<file path="config.mk">
export PLATFORM = sky130hd
export DESIGN_NAME = move_to_front_window_list_flat
export DESIGN_NICKNAME = d
export VERILOG_FILES = /design/src/hdl/mtfwl_pkg.sv /design/src/hdl/mtfwl_req_if.sv /design/src/hdl/mtfwl_rsp_if.sv /design/src/hdl/mtfwl_slot_array.sv /design/src/hdl/move_to_front_window_list.sv /design/src/flat_wrapper.sv
export SDC_FILE = /design/constraint.sdc
export NUM_CORES = 1
export LEC_CHECK = 0
export BUFFER_PORTS_ARGS = -buffer_cell sky130_fd_sc_hd__buf_4
export CORE_MARGIN = 10
export CORE_UTILIZATION = 47
export CTS_CLUSTER_DIAMETER = 80
export DETAILED_ROUTE_END_ITERATION = 8
export GPL_TIMING_DRIVEN = 0
export MAX_ROUTING_LAYER = met4
export SETUP_SLACK_MARGIN = 0.4
export SLEW_MARGIN = 20
export SYNTH_ARGS = -nofsm -noshare
export SYNTH_HDL_FRONTEND = slang
export SYNTH_SLANG_ARGS = --single-unit
</file>
<file path="constraint.sdc">
create_clock -name clk -period 8.6 [get_ports clk]
set_input_delay 1.72 -clock clk [delete_from_list [all_inputs] [get_ports clk]]
set_output_delay 1.72 -clock clk [all_outputs]
set_load 0.02 [all_outputs]
</file>
<file path="src/hdl/mtfwl_pkg.sv">
// ----------------------------------------------------------------------------
// mtfwl_pkg
// Shared types, sizes and codes for the move-to-front window list.
// ----------------------------------------------------------------------------
`default_nettype none

package mtfwl_pkg;

  // Number of list slots.
  localparam int MAX_WINDOWS = 16;

  // Width of a slot index and of a count that can reach MAX_WINDOWS.
  localparam int IDX_W = (MAX_WINDOWS > 1) ? $clog2(MAX_WINDOWS) : 1;
  localparam int CNT_W = $clog2(MAX_WINDOWS + 1);

  typedef logic [IDX_W-1:0] idx_t;
  typedef logic [CNT_W-1:0] count_t;
  typedef logic [7:0]       pos_t;
  typedef logic [4:0]       count_field_t;

  // Operation codes.
  typedef enum logic [2:0] {
    OP_CREATE   = 3'd0,
    OP_ACTIVATE = 3'd1,
    OP_RESIZE   = 3'd2,
    OP_REMOVE   = 3'd3,
    OP_READ     = 3'd4
  } op_t;

  // Result status codes.
  typedef enum logic [1:0] {
    STATUS_OK      = 2'd0,
    STATUS_BAD_POS = 2'd1,
    STATUS_FULL    = 2'd2
  } status_t;

  // Contents of one list entry.
  typedef struct packed {
    logic [7:0] color;
    logic [7:0] width;
    logic [7:0] height;
  } entry_t;

  // Update command from the control logic to the slot array.
  typedef struct packed {
    logic       wr;
    logic [2:0] op;
    idx_t       k;
    idx_t       tail;
    entry_t     data;
  } upd_t;

endpackage

`default_nettype wire

</file>
<file path="src/hdl/mtfwl_req_if.sv">
// ----------------------------------------------------------------------------
// mtfwl_req_if
// Request channel of the window list: valid/ready handshake and operation.
// ----------------------------------------------------------------------------
`default_nettype none

interface mtfwl_req_if;
  logic       valid;
  logic       ready;
  logic [2:0] op;
  logic [7:0] position;
  logic [7:0] color;
  logic [7:0] width;
  logic [7:0] height;

  modport source (output valid, op, position, color, width, height, input ready);
  modport sink   (input valid, op, position, color, width, height, output ready);
endinterface

`default_nettype wire

</file>
<file path="src/hdl/mtfwl_rsp_if.sv">
// ----------------------------------------------------------------------------
// mtfwl_rsp_if
// Result channel of the window list: valid/ready handshake and result.
// ----------------------------------------------------------------------------
`default_nettype none

interface mtfwl_rsp_if;
  logic       valid;
  logic       ready;
  logic [1:0] status;
  logic [4:0] entry_count;
  logic [7:0] entry_color;
  logic [7:0] entry_width;
  logic [7:0] entry_height;

  modport source (output valid, status, entry_count, entry_color, entry_width,
                  entry_height, input ready);
  modport sink   (input valid, status, entry_count, entry_color, entry_width,
                  entry_height, output ready);
endinterface

`default_nettype wire

</file>
<file path="src/hdl/mtfwl_slot_array.sv">
// ----------------------------------------------------------------------------
// mtfwl_slot_array
// Register file of list slots, front at index 0, with per-slot next-value
// selection for append, move-to-front, resize and remove.
// ----------------------------------------------------------------------------
`default_nettype none

module mtfwl_slot_array (
  input  wire logic              clk,
  input  wire mtfwl_pkg::upd_t   upd,
  output      mtfwl_pkg::entry_t rd_entry
);

  mtfwl_pkg::entry_t slot_r [mtfwl_pkg::MAX_WINDOWS];
  mtfwl_pkg::entry_t slot_nxt [mtfwl_pkg::MAX_WINDOWS];

  // The entry at the addressed position, used by read and by move-to-front.
  assign rd_entry = slot_r[upd.k];

  // Each slot picks its next value from itself, a neighbor, the addressed entry or the request.
  for (genvar i = 0; i < mtfwl_pkg::MAX_WINDOWS; i++) begin : g_slot
    localparam mtfwl_pkg::idx_t I = mtfwl_pkg::idx_t'(i);

    always_comb begin
      slot_nxt[i] = slot_r[i];
      case (upd.op)
        mtfwl_pkg::OP_CREATE: begin
          if (upd.tail == I) begin
            slot_nxt[i] = upd.data;
          end
        end
        mtfwl_pkg::OP_ACTIVATE: begin
          if (i == 0) begin
            slot_nxt[i] = rd_entry;
          end else if (I <= upd.k) begin
            slot_nxt[i] = slot_r[(i > 0) ? i - 1 : 0];
          end
        end
        mtfwl_pkg::OP_RESIZE: begin
          if (upd.k == I) begin
            slot_nxt[i].width  = upd.data.width;
            slot_nxt[i].height = upd.data.height;
          end
        end
        mtfwl_pkg::OP_REMOVE: begin
          if (i < mtfwl_pkg::MAX_WINDOWS - 1 && I >= upd.k) begin
            slot_nxt[i] = slot_r[(i < mtfwl_pkg::MAX_WINDOWS - 1) ? i + 1 : i];
          end
        end
        default: begin
          slot_nxt[i] = slot_r[i];
        end
      endcase
    end

    // Slot contents carry no reset; they are defined once written.
    always_ff @(posedge clk) begin
      if (upd.wr) begin
        slot_r[i] <= slot_nxt[i];
      end
    end
  end

endmodule

`default_nettype wire

</file>
<file path="src/hdl/move_to_front_window_list.sv">
// ----------------------------------------------------------------------------
// move_to_front_window_list
// Ordered list of window entries with create, move-to-front, resize, remove
// and read operations.
// ----------------------------------------------------------------------------
// The block takes one request per clock and returns one result per request:
// the request sits in the input register while the per-slot select logic works
// out its result, and the result register takes it once that register is empty
// or its result is taken. Every slot computes its next value in parallel, so a
// request sees the list as left by the request before it and the throughput
// stays at one request per cycle as long as the result side keeps taking
// results. Positions 0 and 1 both name the front entry; a position above the
// entry count returns an invalid position status, and create on a full list
// returns a full status.
// ----------------------------------------------------------------------------
`default_nettype none

module move_to_front_window_list (
  input  wire logic  clk,
  input  wire logic  rst_n,
  mtfwl_req_if.sink   in_chan,
  mtfwl_rsp_if.source out_chan
);

  // Input register.
  logic              s1_valid_r;
  logic [2:0]        s1_op_r;
  mtfwl_pkg::pos_t   s1_pos_r;
  mtfwl_pkg::entry_t s1_data_r;

  // List count.
  mtfwl_pkg::count_t count_r;
  mtfwl_pkg::count_t count_nxt;

  // Result register.
  logic                    out_valid_r;
  mtfwl_pkg::status_t      status_r;
  mtfwl_pkg::count_field_t entry_count_r;
  mtfwl_pkg::entry_t       entry_r;

  logic                    out_adv;
  logic                    s1_fire;
  mtfwl_pkg::pos_t         k_full;
  logic                    pos_ok;
  logic                    full;
  logic                    wr;
  mtfwl_pkg::status_t      status_nxt;
  mtfwl_pkg::entry_t       entry_nxt;
  mtfwl_pkg::entry_t       rd_entry;
  mtfwl_pkg::upd_t         upd;

  // Handshake: the result register frees when empty or taken.
  assign out_adv       = !out_valid_r || out_chan.ready;
  assign s1_fire       = s1_valid_r && out_adv;
  assign in_chan.ready = !s1_valid_r || out_adv;

  // Position decode and range checks.
  assign k_full = (s1_pos_r <= 8'd1) ? 8'd0 : s1_pos_r - 8'd1;
  assign pos_ok = k_full < mtfwl_pkg::pos_t'(count_r);
  assign full   = count_r == mtfwl_pkg::count_t'(mtfwl_pkg::MAX_WINDOWS);

  // Operation decode: status, count and write enable.
  always_comb begin
    status_nxt = mtfwl_pkg::STATUS_OK;
    count_nxt  = count_r;
    entry_nxt  = '0;
    wr         = 1'b0;
    case (s1_op_r)
      mtfwl_pkg::OP_CREATE: begin
        if (full) begin
          status_nxt = mtfwl_pkg::STATUS_FULL;
        end else begin
          wr        = 1'b1;
          count_nxt = count_r + mtfwl_pkg::count_t'(1);
        end
      end
      mtfwl_pkg::OP_ACTIVATE, mtfwl_pkg::OP_RESIZE: begin
        if (!pos_ok) begin
          status_nxt = mtfwl_pkg::STATUS_BAD_POS;
        end else begin
          wr = 1'b1;
        end
      end
      mtfwl_pkg::OP_REMOVE: begin
        if (!pos_ok) begin
          status_nxt = mtfwl_pkg::STATUS_BAD_POS;
        end else begin
          wr        = 1'b1;
          count_nxt = count_r - mtfwl_pkg::count_t'(1);
        end
      end
      mtfwl_pkg::OP_READ: begin
        if (!pos_ok) begin
          status_nxt = mtfwl_pkg::STATUS_BAD_POS;
        end else begin
          entry_nxt = rd_entry;
        end
      end
      default: begin
        status_nxt = mtfwl_pkg::STATUS_OK;
      end
    endcase
  end

  // Update command for the slot array.
  assign upd.wr   = wr && s1_fire;
  assign upd.op   = s1_op_r;
  assign upd.k    = k_full[mtfwl_pkg::IDX_W-1:0];
  assign upd.tail = count_r[mtfwl_pkg::IDX_W-1:0];
  assign upd.data = s1_data_r;

  mtfwl_slot_array u_slots (
    .clk      (clk),
    .upd      (upd),
    .rd_entry (rd_entry)
  );

  // Control registers: request and result valid flags and the count.
  always_ff @(posedge clk) begin
    if (!rst_n) begin
      s1_valid_r  <= 1'b0;
      out_valid_r <= 1'b0;
      count_r     <= '0;
    end else begin
      if (in_chan.ready) begin
        s1_valid_r <= in_chan.valid;
      end
      if (out_adv) begin
        out_valid_r <= s1_valid_r;
      end
      if (s1_fire) begin
        count_r <= count_nxt;
      end
    end
  end

  // Payload registers.
  always_ff @(posedge clk) begin
    if (in_chan.valid && in_chan.ready) begin
      s1_op_r          <= in_chan.op;
      s1_pos_r         <= in_chan.position;
      s1_data_r.color  <= in_chan.color;
      s1_data_r.width  <= in_chan.width;
      s1_data_r.height <= in_chan.height;
    end
    if (s1_fire) begin
      status_r      <= status_nxt;
      entry_count_r <= mtfwl_pkg::count_field_t'(count_nxt);
      entry_r       <= entry_nxt;
    end
  end

  assign out_chan.valid        = out_valid_r;
  assign out_chan.status       = status_r;
  assign out_chan.entry_count  = entry_count_r;
  assign out_chan.entry_color  = entry_r.color;
  assign out_chan.entry_width  = entry_r.width;
  assign out_chan.entry_height = entry_r.height;

  // The count never exceeds the number of slots.
  a_count_range: assert property (@(posedge clk) disable iff (!rst_n)
    count_r <= mtfwl_pkg::count_t'(mtfwl_pkg::MAX_WINDOWS))
    else $error("entry count above slot count");

  // The count only moves when a request passes into the result register.
  a_count_hold: assert property (@(posedge clk) disable iff (!rst_n)
    !s1_fire |=> $stable(count_r))
    else $error("entry count changed without a request");

  // A full status reports a full list.
  a_full_count: assert property (@(posedge clk) disable iff (!rst_n)
    out_valid_r && status_r == mtfwl_pkg::STATUS_FULL |->
      entry_count_r == mtfwl_pkg::count_field_t'(mtfwl_pkg::MAX_WINDOWS))
    else $error("full status with a list that is not full");

  // An empty input register takes a request even while the result stalls.
  a_skid: assert property (@(posedge clk) disable iff (!rst_n)
    !s1_valid_r |-> in_chan.ready)
    else $error("input stalled with an empty input register");

endmodule

`default_nettype wire
</file>
<file path="src/flat_wrapper.sv">
// flat-port wrapper written by rule: the top's interface ports become plain ports
module move_to_front_window_list_flat 
  (clk, rst_n, in_chan_valid, in_chan_op, in_chan_position, in_chan_color, in_chan_width, in_chan_height, in_chan_ready, out_chan_valid, out_chan_status, out_chan_entry_count, out_chan_entry_color, out_chan_entry_width, out_chan_entry_height, out_chan_ready);
  mtfwl_req_if in_chan_i ();
  mtfwl_rsp_if out_chan_i ();
  input  wire logic clk;
  input  wire logic rst_n;
  input wire logic [$bits(in_chan_i.valid)-1:0] in_chan_valid;
  input wire logic [$bits(in_chan_i.op)-1:0] in_chan_op;
  input wire logic [$bits(in_chan_i.position)-1:0] in_chan_position;
  input wire logic [$bits(in_chan_i.color)-1:0] in_chan_color;
  input wire logic [$bits(in_chan_i.width)-1:0] in_chan_width;
  input wire logic [$bits(in_chan_i.height)-1:0] in_chan_height;
  output wire logic [$bits(in_chan_i.ready)-1:0] in_chan_ready;
  output wire logic [$bits(out_chan_i.valid)-1:0] out_chan_valid;
  output wire logic [$bits(out_chan_i.status)-1:0] out_chan_status;
  output wire logic [$bits(out_chan_i.entry_count)-1:0] out_chan_entry_count;
  output wire logic [$bits(out_chan_i.entry_color)-1:0] out_chan_entry_color;
  output wire logic [$bits(out_chan_i.entry_width)-1:0] out_chan_entry_width;
  output wire logic [$bits(out_chan_i.entry_height)-1:0] out_chan_entry_height;
  input wire logic [$bits(out_chan_i.ready)-1:0] out_chan_ready;
  assign in_chan_i.valid = in_chan_valid;
  assign in_chan_i.op = in_chan_op;
  assign in_chan_i.position = in_chan_position;
  assign in_chan_i.color = in_chan_color;
  assign in_chan_i.width = in_chan_width;
  assign in_chan_i.height = in_chan_height;
  assign in_chan_ready = in_chan_i.ready;
  assign out_chan_valid = out_chan_i.valid;
  assign out_chan_status = out_chan_i.status;
  assign out_chan_entry_count = out_chan_i.entry_count;
  assign out_chan_entry_color = out_chan_i.entry_color;
  assign out_chan_entry_width = out_chan_i.entry_width;
  assign out_chan_entry_height = out_chan_i.entry_height;
  assign out_chan_i.ready = out_chan_ready;
  move_to_front_window_list u_core (.clk(clk), .rst_n(rst_n), .in_chan(in_chan_i), .out_chan(out_chan_i));
endmodule
</file>
# Yosys cells after proc, flatten, opt, wreduce, memory -nomap -nowiden
# Memories as Yosys holds them, arrays and structs flattened.
# Cells that the tools add are included.
[word_totals]
output_inout_bits = 33
regBits = 73
input_bits = 39
ram_bits = 384
word_cells = 203
n_memories = 1
[memory_table]
columns = ["name", "words", "word_bits", "read_ports", "rd_clocked_by_memory_dff", "write_ports", "line_no", "source"]
rows = [
  ["u_core.u_slots.slot_r", 16, 24, 17, 0, 16, "mtfwl_slot_array.sv:14", "mtfwl_pkg::entry_t slot_r [mtfwl_pkg::MAX_WINDOWS];"],
]
[op_classes]
n_addsub = 3
n_mux = 106
magnitude_cmp = 32
n_eq_ne = 35
n_reduce_logical = 13
[op_table]
columns = ["operator", "n"]
rows = [
  ["$mux 24", 46],
  ["$pmux 16 s4", 15],
  ["$pmux 8 s3", 15],
  ["$mux 16", 16],
  ["$eq 4x4->1 const B", 16],
  ["$pmux 16 s3", 1],
  ["$eq 4x3->1 const B", 8],
  ["$le 4x4->1 const A", 8],
  ["$ge 4x4->1 const A", 7],
  ["$eq 4x2->1 const B", 4],
  ["$ge 3x4->1 const A", 4],
  ["$le 3x4->1 const A", 4],
  ["$pmux 8 s2", 1],
  ["$mux 5", 2],
  ["$pmux 5 s2", 1],
  ["$eq 4x1->1 const B", 2],
  ["$ge 1x4->1 const A", 2],
  ["$ge 2x4->1 const A", 2],
  ["$le 2x4->1 const A", 2],
  ["$le 8x1->1 const B", 1],
  ["$logic_not 4->1", 2],
  ["$lt 8x5->1", 1],
  ["$mux 8", 1],
  ["$sub 8x1->8 const B", 1],
  ["18 further kinds", 27],
]

# Longest topological paths before layout
# Gate-level depths: netlist of the first run.
[logic_depth]
depth_word = 8
depth_mapped = 19
depth_no_buf = 12

# Modules after synthesis
# Synthesis of the first run repeated with hierarchy kept, for this count alone.
[hier_totals]
hier_cells = 1991
area_unflattened_um2 = 25204.2
[modules_own_cells]
columns = ["mod", "cells_per_inst", "area_per_inst_um2", "seq_area_each_um2", "n_inst"]
rows = [
  ["mtfwl_slot_array", 1767, 22068.7, 11531.1, 1],
  ["move_to_front_window_list", 224, 3135.5, 2122.0, 1],
]

# Worst setup path after synthesis of the first run
# No wires, ideal clock.
[synth_path]
path_type = "flip-flop to flip-flop"
from = "register u_core.s1_pos_r[0]"
to = "memory u_core.u_slots.slot_r[13][0] (netlist name) (enable)"
period_less_slack_ns = 5.951
setup_ns = 0.430
t_required_ns = 8.170
path_stages_with_launch = 19
t_arrival_ns = 5.521
setup_slack_ns = 2.649
n_path_buf = 6
path_cell_list = "edfxtp_1 -> buf_2 -> buf_2 -> buf_2 -> clkinv_1 -> clkbuf_1 -> ha_1 -> or2_2 -> clkbuf_1 -> nand3_1 -> clkbuf_1 -> nand2_1 -> inv_1 -> ha_1 -> a21oi_1 -> a21boi_0 -> nor4_2 -> o21ai_2 -> nor4_1"
[synth_lines]
columns = ["item", "line_no", "source"]
rows = [
  ["start, declared", "move_to_front_window_list.sv:28", "mtfwl_pkg::pos_t s1_pos_r;"],
  ["start signal, assigned", "move_to_front_window_list.sv:141", "s1_pos_r <= in_chan.position;"],
  ["end, declared", "mtfwl_slot_array.sv:14", ""],
]

==> results of run 1 <==
-- final timing paths --
path	start	endpoint	slack, ns	cells after the start
min reg2reg	u_core.s1_valid_r$_SDFFE_PN0N_	u_core.out_chan.valid$_SDFFE_PN0P_	0.53	2
max	u_core.s1_pos_r[0]$_DFFE_PP_	u_core.u_slots.slot_r[7][13]$_DFFE_PP_	0.63	21
max reg2reg	u_core.s1_pos_r[0]$_DFFE_PP_	u_core.u_slots.slot_r[7][13]$_DFFE_PP_	0.63	21
min	u_core.s1_valid_r$_SDFFE_PN0N_	u_core.out_chan.valid$_SDFFE_PN0P_	0.53	2
-- power by group through the flow --
stage	Sequential (mW)	Combinational, mW	Clock [mW]
2_1_floorplan	2.56	0.447	0
3_3_place_gp	2.58	0.715	0
3_5_place_dp	2.58	0.735	0
4_1_cts	2.53	0.736	2.18
5_1_grt	2.53	0.798	2.25
6_report	2.53	0.765	2.17
-- registers in the layout (all words and copies together), names as in the netlist, 2 cells and up --
name                          count
u_core.out_chan.entry_width       8
u_core.out_chan.entry_color       8
u_core.s1_pos_r                   8
u_core.out_chan.entry_count       5
u_core.s1_op_r                    3
u_core.out_chan.entry_height      8
u_core.u_slots.slot_r           384
u_core.out_chan.status            2
u_core.count_r                    5
u_core.s1_data_r                 24
-- cells in the final DEF, fill, tap and decap left out, drive strengths merged, types with 7 or more instances in the layout --
| cell type | n |
|---|---|
| o2bb2ai | 7 |
| nand3b | 14 |
| nor2 | 102 |
| a21oi | 402 |
| a22oi | 50 |
| nor2b | 8 |
| mux4 | 8 |
| o31ai | 8 |
| and3 | 30 |
| o22ai | 54 |
| o22a | 14 |
| a21boi | 9 |
| buf | 144 |
| nand2 | 138 |
| ha | 10 |
| nor4 | 10 |
| o21ai | 42 |
| a211oi | 24 |
| nor3 | 24 |
| clkinv | 24 |
| mux2i | 375 |
| and2 | 10 |
| edfxtp | 450 |
| dfxtp | 7 |
| inv | 34 |
| nand2b | 7 |
| a31oi | 17 |
| mux2 | 20 |
| nand3 | 27 |
| clkbuf | 222 |
| a222oi | 14 |
-- what timing repair did --
item | in CTS | in global routing
endpoints found under the hold margin | 0 | 0
setup endpoints to repair | 0 | 173
gates resized for setup | 0 | 4
-- logic make-up (layout without fill, tap and decap cells) --
kind of cell / count (synthesis) / after routing
other: 0 / 3
AOI/OAI and AO/OA: 695 / 695
buffers and inverters: 229 / 430
and+or+nand+nor: 390 / 390
DFF: 457 / 457
xor gates and xnor gates: 9 / 9
adders and majority gates: 10 / 10
muxes: 403 / 403
-- final cells by class --
class / instances / area [µm²] / share of cell area
Antenna cell: 3 / 7.51 / 0.000264
Buffer: 197 / 774 / 0.0272
Clock buffer: 66 / 1380 / 0.0483
Clock inverter: 32 / 220 / 0.00774
Inverter: 32 / 120 / 0.00422
Multi-Input combinational cell: 1507 / 10600 / 0.373
Sequential cell: 457 / 13700 / 0.480
Tap cell: 688 / 861 / 0.0303
Timing Repair Buffer: 103 / 835 / 0.0293
-- routing by layer --
metal / global-route usage / wire length, µm
met5: - / 0
met1: 0.486 / 45200
met2: 0.443 / 42800
met3: 0.0962 / 15000
met4: 0.0723 / 2180
-- Yosys cell counts (4+ instances only) --
cell type,n
nand3_1,27
nand2b_1,7
edfxtp_1,450
a21boi_0,9
a222oi_1,14
buf_2,26
nor3_1,18
a31oi_1,15
mux4_2,8
and2_1,10
clkbuf_1,156
o21ai_1,7
a221oi_1,5
a21oi_1,402
a221o_1,6
o2bb2ai_1,7
nor2_1,102
or3_1,6
mux2_2,20
a22o_1,6
xnor2_1,6
o31ai_1,5
nor4_2,4
nor2b_1,8
o22a_1,14
buf_1,15
mux2i_1,375
a211oi_1,23
nand2_1,138
ha_1,10
and3_1,30
o211ai_1,6
o22ai_1,54
o21ai_0,34
nor4_1,6
inv_1,30
nand3b_1,14
dfxtp_1,7
a41oi_1,4
a22oi_1,50
-- through the flow --
stage	instances	instance area [µm²]	setup WS (ns)	setup TNS [ns]
after floorplan	2193	25000	2.65	0
after global placement	2952	26400	-1.50	-179.53
after detailed placement	2984	26800	0.500	0
after CTS	3082	28400	0.521	0
after global routing	3085	28400	0.447	0
final	3085	28400	0.629	0
-- worst min-delay path, cell delays in order, from the launching register on --
cell,delay (ns)
dfxtp_1,0.33
nor2_1,0.11
nor2_1,0.05
==> summary.txt, run 1 <==
Die
  – Die area: 62800 µm²
  – I/O Pins: 72
  – Cell Rows: 84
  – Initial core utilization: 0.475
  – Die H: 251 µm
  – Die width: 251 µm
  – Core area: 52700 µm²

Worst setup path
  – CP delay by family, top: buffers and inverters
  – Required time of the worst setup path: 8.92 ns
  – CP Launch Type: flip-flop
  – Critical path's slowest cell: buf_2
  – CP max stage delay: 0.52 ns
  – Bufs and invs on worst path: 11
  – CP Class: flip-flop to flip-flop
  – CP dominant cell by count: buf_2
  – CP arrival: 8.29 ns
  – CP Capture Type: flip-flop
  – CP Cell Sequence: buf_2 -> buf_2 -> buf_2 -> clkinv_1 -> clkbuf_1 -> ha_1 -> or2_2 -> clkbuf_1 -> nand3_1 -> clkbuf_2 -> nand2_1 -> inv_1 -> ha_1 -> a21oi_1 -> a21boi_0 -> nor4_2 -> o21ai_2 -> buf_2 -> nor3_2 -> buf_4 -> buf_4
  – CP max FO: 10

CTS
  – Post-CTS Setup Bufs: 0
  – Reg clk slew, reported paths: 0.06 ns
  – CTS tree: yes
  – Clock root buffer: clkbuf_16
  – Inserted Clock Buffers: 53
  – Cts hold-fix bufs: 0
  – Clk_lat worst skew: 0.62 ns
  – Htree depth: 2
  – Clock net sink count: 457
  – Clock Tree Buf Depth: 3

Layout
  – FILL cells: 4656
  – Synth-to-Final Area Change: 13.8%
  – Share of layout cells above drive strength 1: 0.117
  – Final core occ: 0.540
  – Layout Nets: 2400

STA
  – Relative slew slack: 0.227
  – Slew Viols, Final: 0
  – Hold Vio Cnt, Final: 0
  – Final hold slack: 0.530 ns
  – RSZ-0062 raised after global routing: false
  – Final setup viols: 0
  – Maximum clock frequency: 125 MHz
  – Period minus WS final: 7.97 ns
  – Worst slew pin tran: 1.16 ns
  – Final worst-path cycle share: 0.927
  – Clock skew: 0.0209 ns

Power and ir drop
  – Switching power: 1.53 mW
  – Max VDD drop: 0.000137 V
  – Switching share of power: 0.280
  – Leak Pwr: 10.4 nW
  – Part of the power in combinational logic: 0.140
  – Internal power: 3.93 mW
  – Pwr per Cell Area: 192 nW/µm²
  – Seq pwr share: 0.464
  – Final Power: 5.46 mW
  – Power share of the clock group: 0.396

Flow run
  – Max_cap viols: 0

Route
  – Routed vias: 20.8k
  – Drt first pass iters: 8
  – Via density: 6.75
  – Final wirelength: 105000 µm
  – Antenna viol nets, final: 0
  – DRC violations left: 0
  – DRT iter0 DRCs: 3580
  – WL per Instance: 34.1 µm

Synthesis
  – Main area contributors after synthesis: edfxtp_1 54%, mux2i_1 15%, a21oi_1 8.0%
  – Simple-Gate Fraction of Synth Area: 0.0757
  – Complex-gate fraction of the synthesized area: 0.168
  – Largest family of logic cells by synthesized area: compound AO/OA/AOI/OAI gates
  – Seq cells post-synth: 457
  – Post-Syn Instances: 2193
  – Asr flop ratio synth: 0
  – Synth Area in XOR/XNOR: 0.00345
  – Ys Warns: 0
  – Mapped Area: 25000 µm²
  – Number of library cell types mapped by synthesis: 75
  – Post-synthesis mux area share: 0.166
  – Adder-Cell Fraction of Synth Area: 0.00500
  – Sequential area share after synthesis: 0.546
  – Cell accounting for the most synthesized area: edfxtp_1
  – Syn_area_per_cell: 11.4 µm²
  – Top_reg_cell synth: edfxtp_1
  – EDFF count, synth: 450
  – Post-Syn Nets: 2242
  – Synth top area share: 0.540

Global routing
  – First-pass GRT wire length: 146000 µm
  – GRT overflow: 0
  – Largest net degree at the start of global routing: 26
  – Initial antenna violation count: 3
  – Total track usage: 0.332
  – Vias in the first global route: 18.7k

Run status
  – Run status: finished clean

Placed design
  – Global placement routability congestion: 1.01
  – Post-DP HPWL: 81000 µm
  – PortBufs: 71

Worst hold path
  – Hold Crit Class: flip-flop to flip-flop
(Power assumes the default switching activity.)
==> inputs of run 2 (changes only) <==
--- a/config.mk
+++ b/config.mk
@@ -8,6 +8,7 @@
 export BUFFER_PORTS_ARGS = -buffer_cell sky130_fd_sc_hd__buf_4
 export CORE_MARGIN = 10
 export CORE_UTILIZATION = 47
+export CTS_BUF_LIST = sky130_fd_sc_hd__clkbuf_4
 export CTS_CLUSTER_DIAMETER = 80
 export DETAILED_ROUTE_END_ITERATION = 8
 export GPL_TIMING_DRIVEN = 0
==> summary.txt, run 2 (synthesis gave the netlist of run 1 again) <==
Run status
  – Run status: finished clean

STA
  – Period minus WS final: 8.06 ns (+0.0851 ns)
  – Clock skew: 0.0441 ns (+0.0232 ns)
  – Maximum clock frequency: 124 MHz (-1.1%)
  – Final hold slack: 0.533 ns (+0.00325 ns)
  – Final worst-path cycle share: 0.937 (+0.00989)
  – Relative slew slack: 0.234 (+0.00696)
  – Hold Vio Cnt, Final: 0 (unchanged)
  – RSZ-0062 raised after global routing: false
  – Final setup viols: 0 (unchanged)
  – Slew Viols, Final: 0 (unchanged)
  – Worst slew pin tran: 1.15 ns (-0.0104 ns)

Flow run
  – Max_cap viols: 0 (unchanged)

Route
  – Antenna viol nets, final: 0 (unchanged)
  – Drt first pass iters: 6 (-2)
  – Routed vias: 21.3k (+2.2%)
  – Final wirelength: 106000 µm (+0.85%)
  – DRC violations left: 0 (unchanged)
  – Via density: 6.64 (-1.7%)
  – WL per Instance: 33.1 µm (-3.0%)
  – DRT iter0 DRCs: 3620 (+1.1%)

Placed design
  – Global placement routability congestion: 1.01 (unchanged)
  – Post-DP HPWL: 81000 µm (unchanged)
  – DP Cell Count: 2984 (unchanged)
  – PortBufs: 71 (unchanged)
  – Area after DPL: 26800 µm² (unchanged)

Global routing
  – Total track usage: 0.337 (+0.00487)
  – First-pass GRT wire length: 148000 µm (+0.74%)
  – Initial antenna violation count: 4 (+1)
  – Vias in the first global route: 19.5k (+4.3%)
  – Largest net degree at the start of global routing: 26 (unchanged)
  – GRT overflow: 0 (unchanged)

Layout
  – FILL cells: 4714 (+1.2%)
  – Design area: 28500 µm² (+0.20%)
  – FF/Latch Area: 13700 µm² (unchanged)
  – Most flop-heavy register: u_core.u_slots.slot_r
  – Max FFs per register: 384 (unchanged)
  – Footprint of the multi-input gates: 10600 µm² (unchanged)
  – Share of layout cells above drive strength 1: 0.162 (+0.0459)
  – Commonest non-fill, non-tap cell in the layout: edfxtp_1
  – Synth-to-Final Area Change: 14.0%
  – Top flop regs: u_core.u_slots.slot_r: 384 flops, u_core.s1_data_r: 24 flops
  – Most frequent cells in the layout: 450 x edfxtp_1, 400 x a21oi_1, 375 x mux2i_1
  – Final std cells w/o fill: 3207 (+4.0%)
  – Layout Nets: 2479 (+3.3%)
  – Final core occ: 0.541 (+0.00109)

CTS
  – Htree depth: 4 (+2)
  – Clock net sink count: 457 (unchanged)
  – Clock root buffer: clkbuf_4
  – Clock Tree Buf Depth: 3 (unchanged)
  – CTS tree: yes
  – Post-CTS Setup Bufs: 0 (unchanged)
  – Inserted Clock Buffers: 132 (+150%)
  – Clk_lat worst skew: 0.99 ns (+0.37 ns)
  – Reg clk slew, reported paths: 0.06 ns (about the same)

Power and ir drop
  – Leak Pwr: 10.6 nW (+2.0%)
  – Max VDD drop: 0.000122 V (-11%)
  – Pwr per Cell Area: 190 nW/µm² (-1.1%)

Worst setup path
  – CP arrival: 8.74 ns (+0.45 ns)
  – CP delay by family, top: buffers and inverters
  – Required time of the worst setup path: 9.28 ns (+0.36 ns)
  – Critical path's slowest cell: buf_2
  – Bufs and invs on worst path: 11 (unchanged)
  – CP Launch Type: flip-flop
  – CP dominant cell by count: buf_2
  – CP Capture Type: flip-flop
  – CP max stage delay: 0.53 ns (about the same)
  – CP max FO: 10 (unchanged)
  – CP Class: flip-flop to flip-flop
  – CP Cell Sequence: buf_2 -> buf_2 -> buf_2 -> clkinv_1 -> clkbuf_1 -> ha_1 -> or2_2 -> clkbuf_1 -> nand3_1 -> clkbuf_2 -> nand2_1 -> inv_1 -> ha_1 -> a21oi_1 -> a21boi_0 -> nor4_2 -> o21ai_2 -> buf_2 -> nor3_2 -> buf_4 -> buf_4

Die
  – Initial core utilization: 0.475 (unchanged)
  – Die H: 251 µm (unchanged)
  – Cell Rows: 84 (unchanged)
  – Die width: 251 µm (unchanged)
  – Die area: 62800 µm² (unchanged)
  – I/O Pins: 72 (unchanged)
  – Core area: 52700 µm² (unchanged)

Worst hold path
  – Hold Crit Class: flip-flop to flip-flop
-- run 2: layout make-up --
type                       instances  area share
antenna                            8    0.000702
buffer                           197      0.0272
clock buffer                     193      0.0508
clock inverter                    22     0.00672
inverter                          32     0.00421
multi-input combinational       1507       0.372
sequential                       457       0.479
tap                              688      0.0302
timing repair buffer             103      0.0293
-- run 2: metrics by stage --
stage / setup WS, ns / setup TNS [ns] / power [mW]
2_1_floorplan: 2.65 / 0 / 3.01
3_3_place_gp: -1.50 / -179.53 / 3.29
3_5_place_dp: 0.500 / 0 / 3.31
4_1_cts: 0.483 / 0 / 5.40
5_1_grt: 0.435 / 0 / 5.58
6_report: 0.544 / 0 / 5.41
-- run 2: worst paths after layout --
path	cells past startpoint	endpoint	slack [ns]	start
setup reg to reg	21	u_core.u_slots.slot_r[7][4]$_DFFE_PP_	0.54	u_core.s1_pos_r[0]$_DFFE_PP_
setup / recovery	21	u_core.u_slots.slot_r[7][4]$_DFFE_PP_	0.54	u_core.s1_pos_r[0]$_DFFE_PP_
hold / removal	2	u_core.out_chan.valid$_SDFFE_PN0P_	0.53	u_core.s1_valid_r$_SDFFE_PN0N_
hold reg to reg	2	u_core.out_chan.valid$_SDFFE_PN0P_	0.53	u_core.s1_valid_r$_SDFFE_PN0N_
-- run 2: per-layer routing --
metal,share of wire,vias to the layer above,GRT usage
met2,0.40,1665,0.440
li1,-,9039,-
met1,0.42,10426,0.478
met3,0.15,150,0.117
met4,0.023,0,0.101
met5,0,-,-
-- run 2: timing repair --
action | 4_1_cts | 5_1_grt
endpoints found under the setup margin | 0 | 193
endpoints found under the hold margin | 0 | 0
gates resized for setup | 0 | 4
hold buffers | 0 | 0
-- run 2: power by group --
part / internal, mW / total (mW) / switching (mW)
logic: 0.240 / 0.766 / 0.526
clock network: 1.13 / 2.12 / 0.982
registers: 2.50 / 2.53 / 0.0342
total: 3.87 / 5.41 / 1.54
-- run 2: worst min-delay path, cell delays in order, from the launching register on --
cell,delay [ns]
dfxtp_1,0.33
nor2_1,0.11
nor2_1,0.05
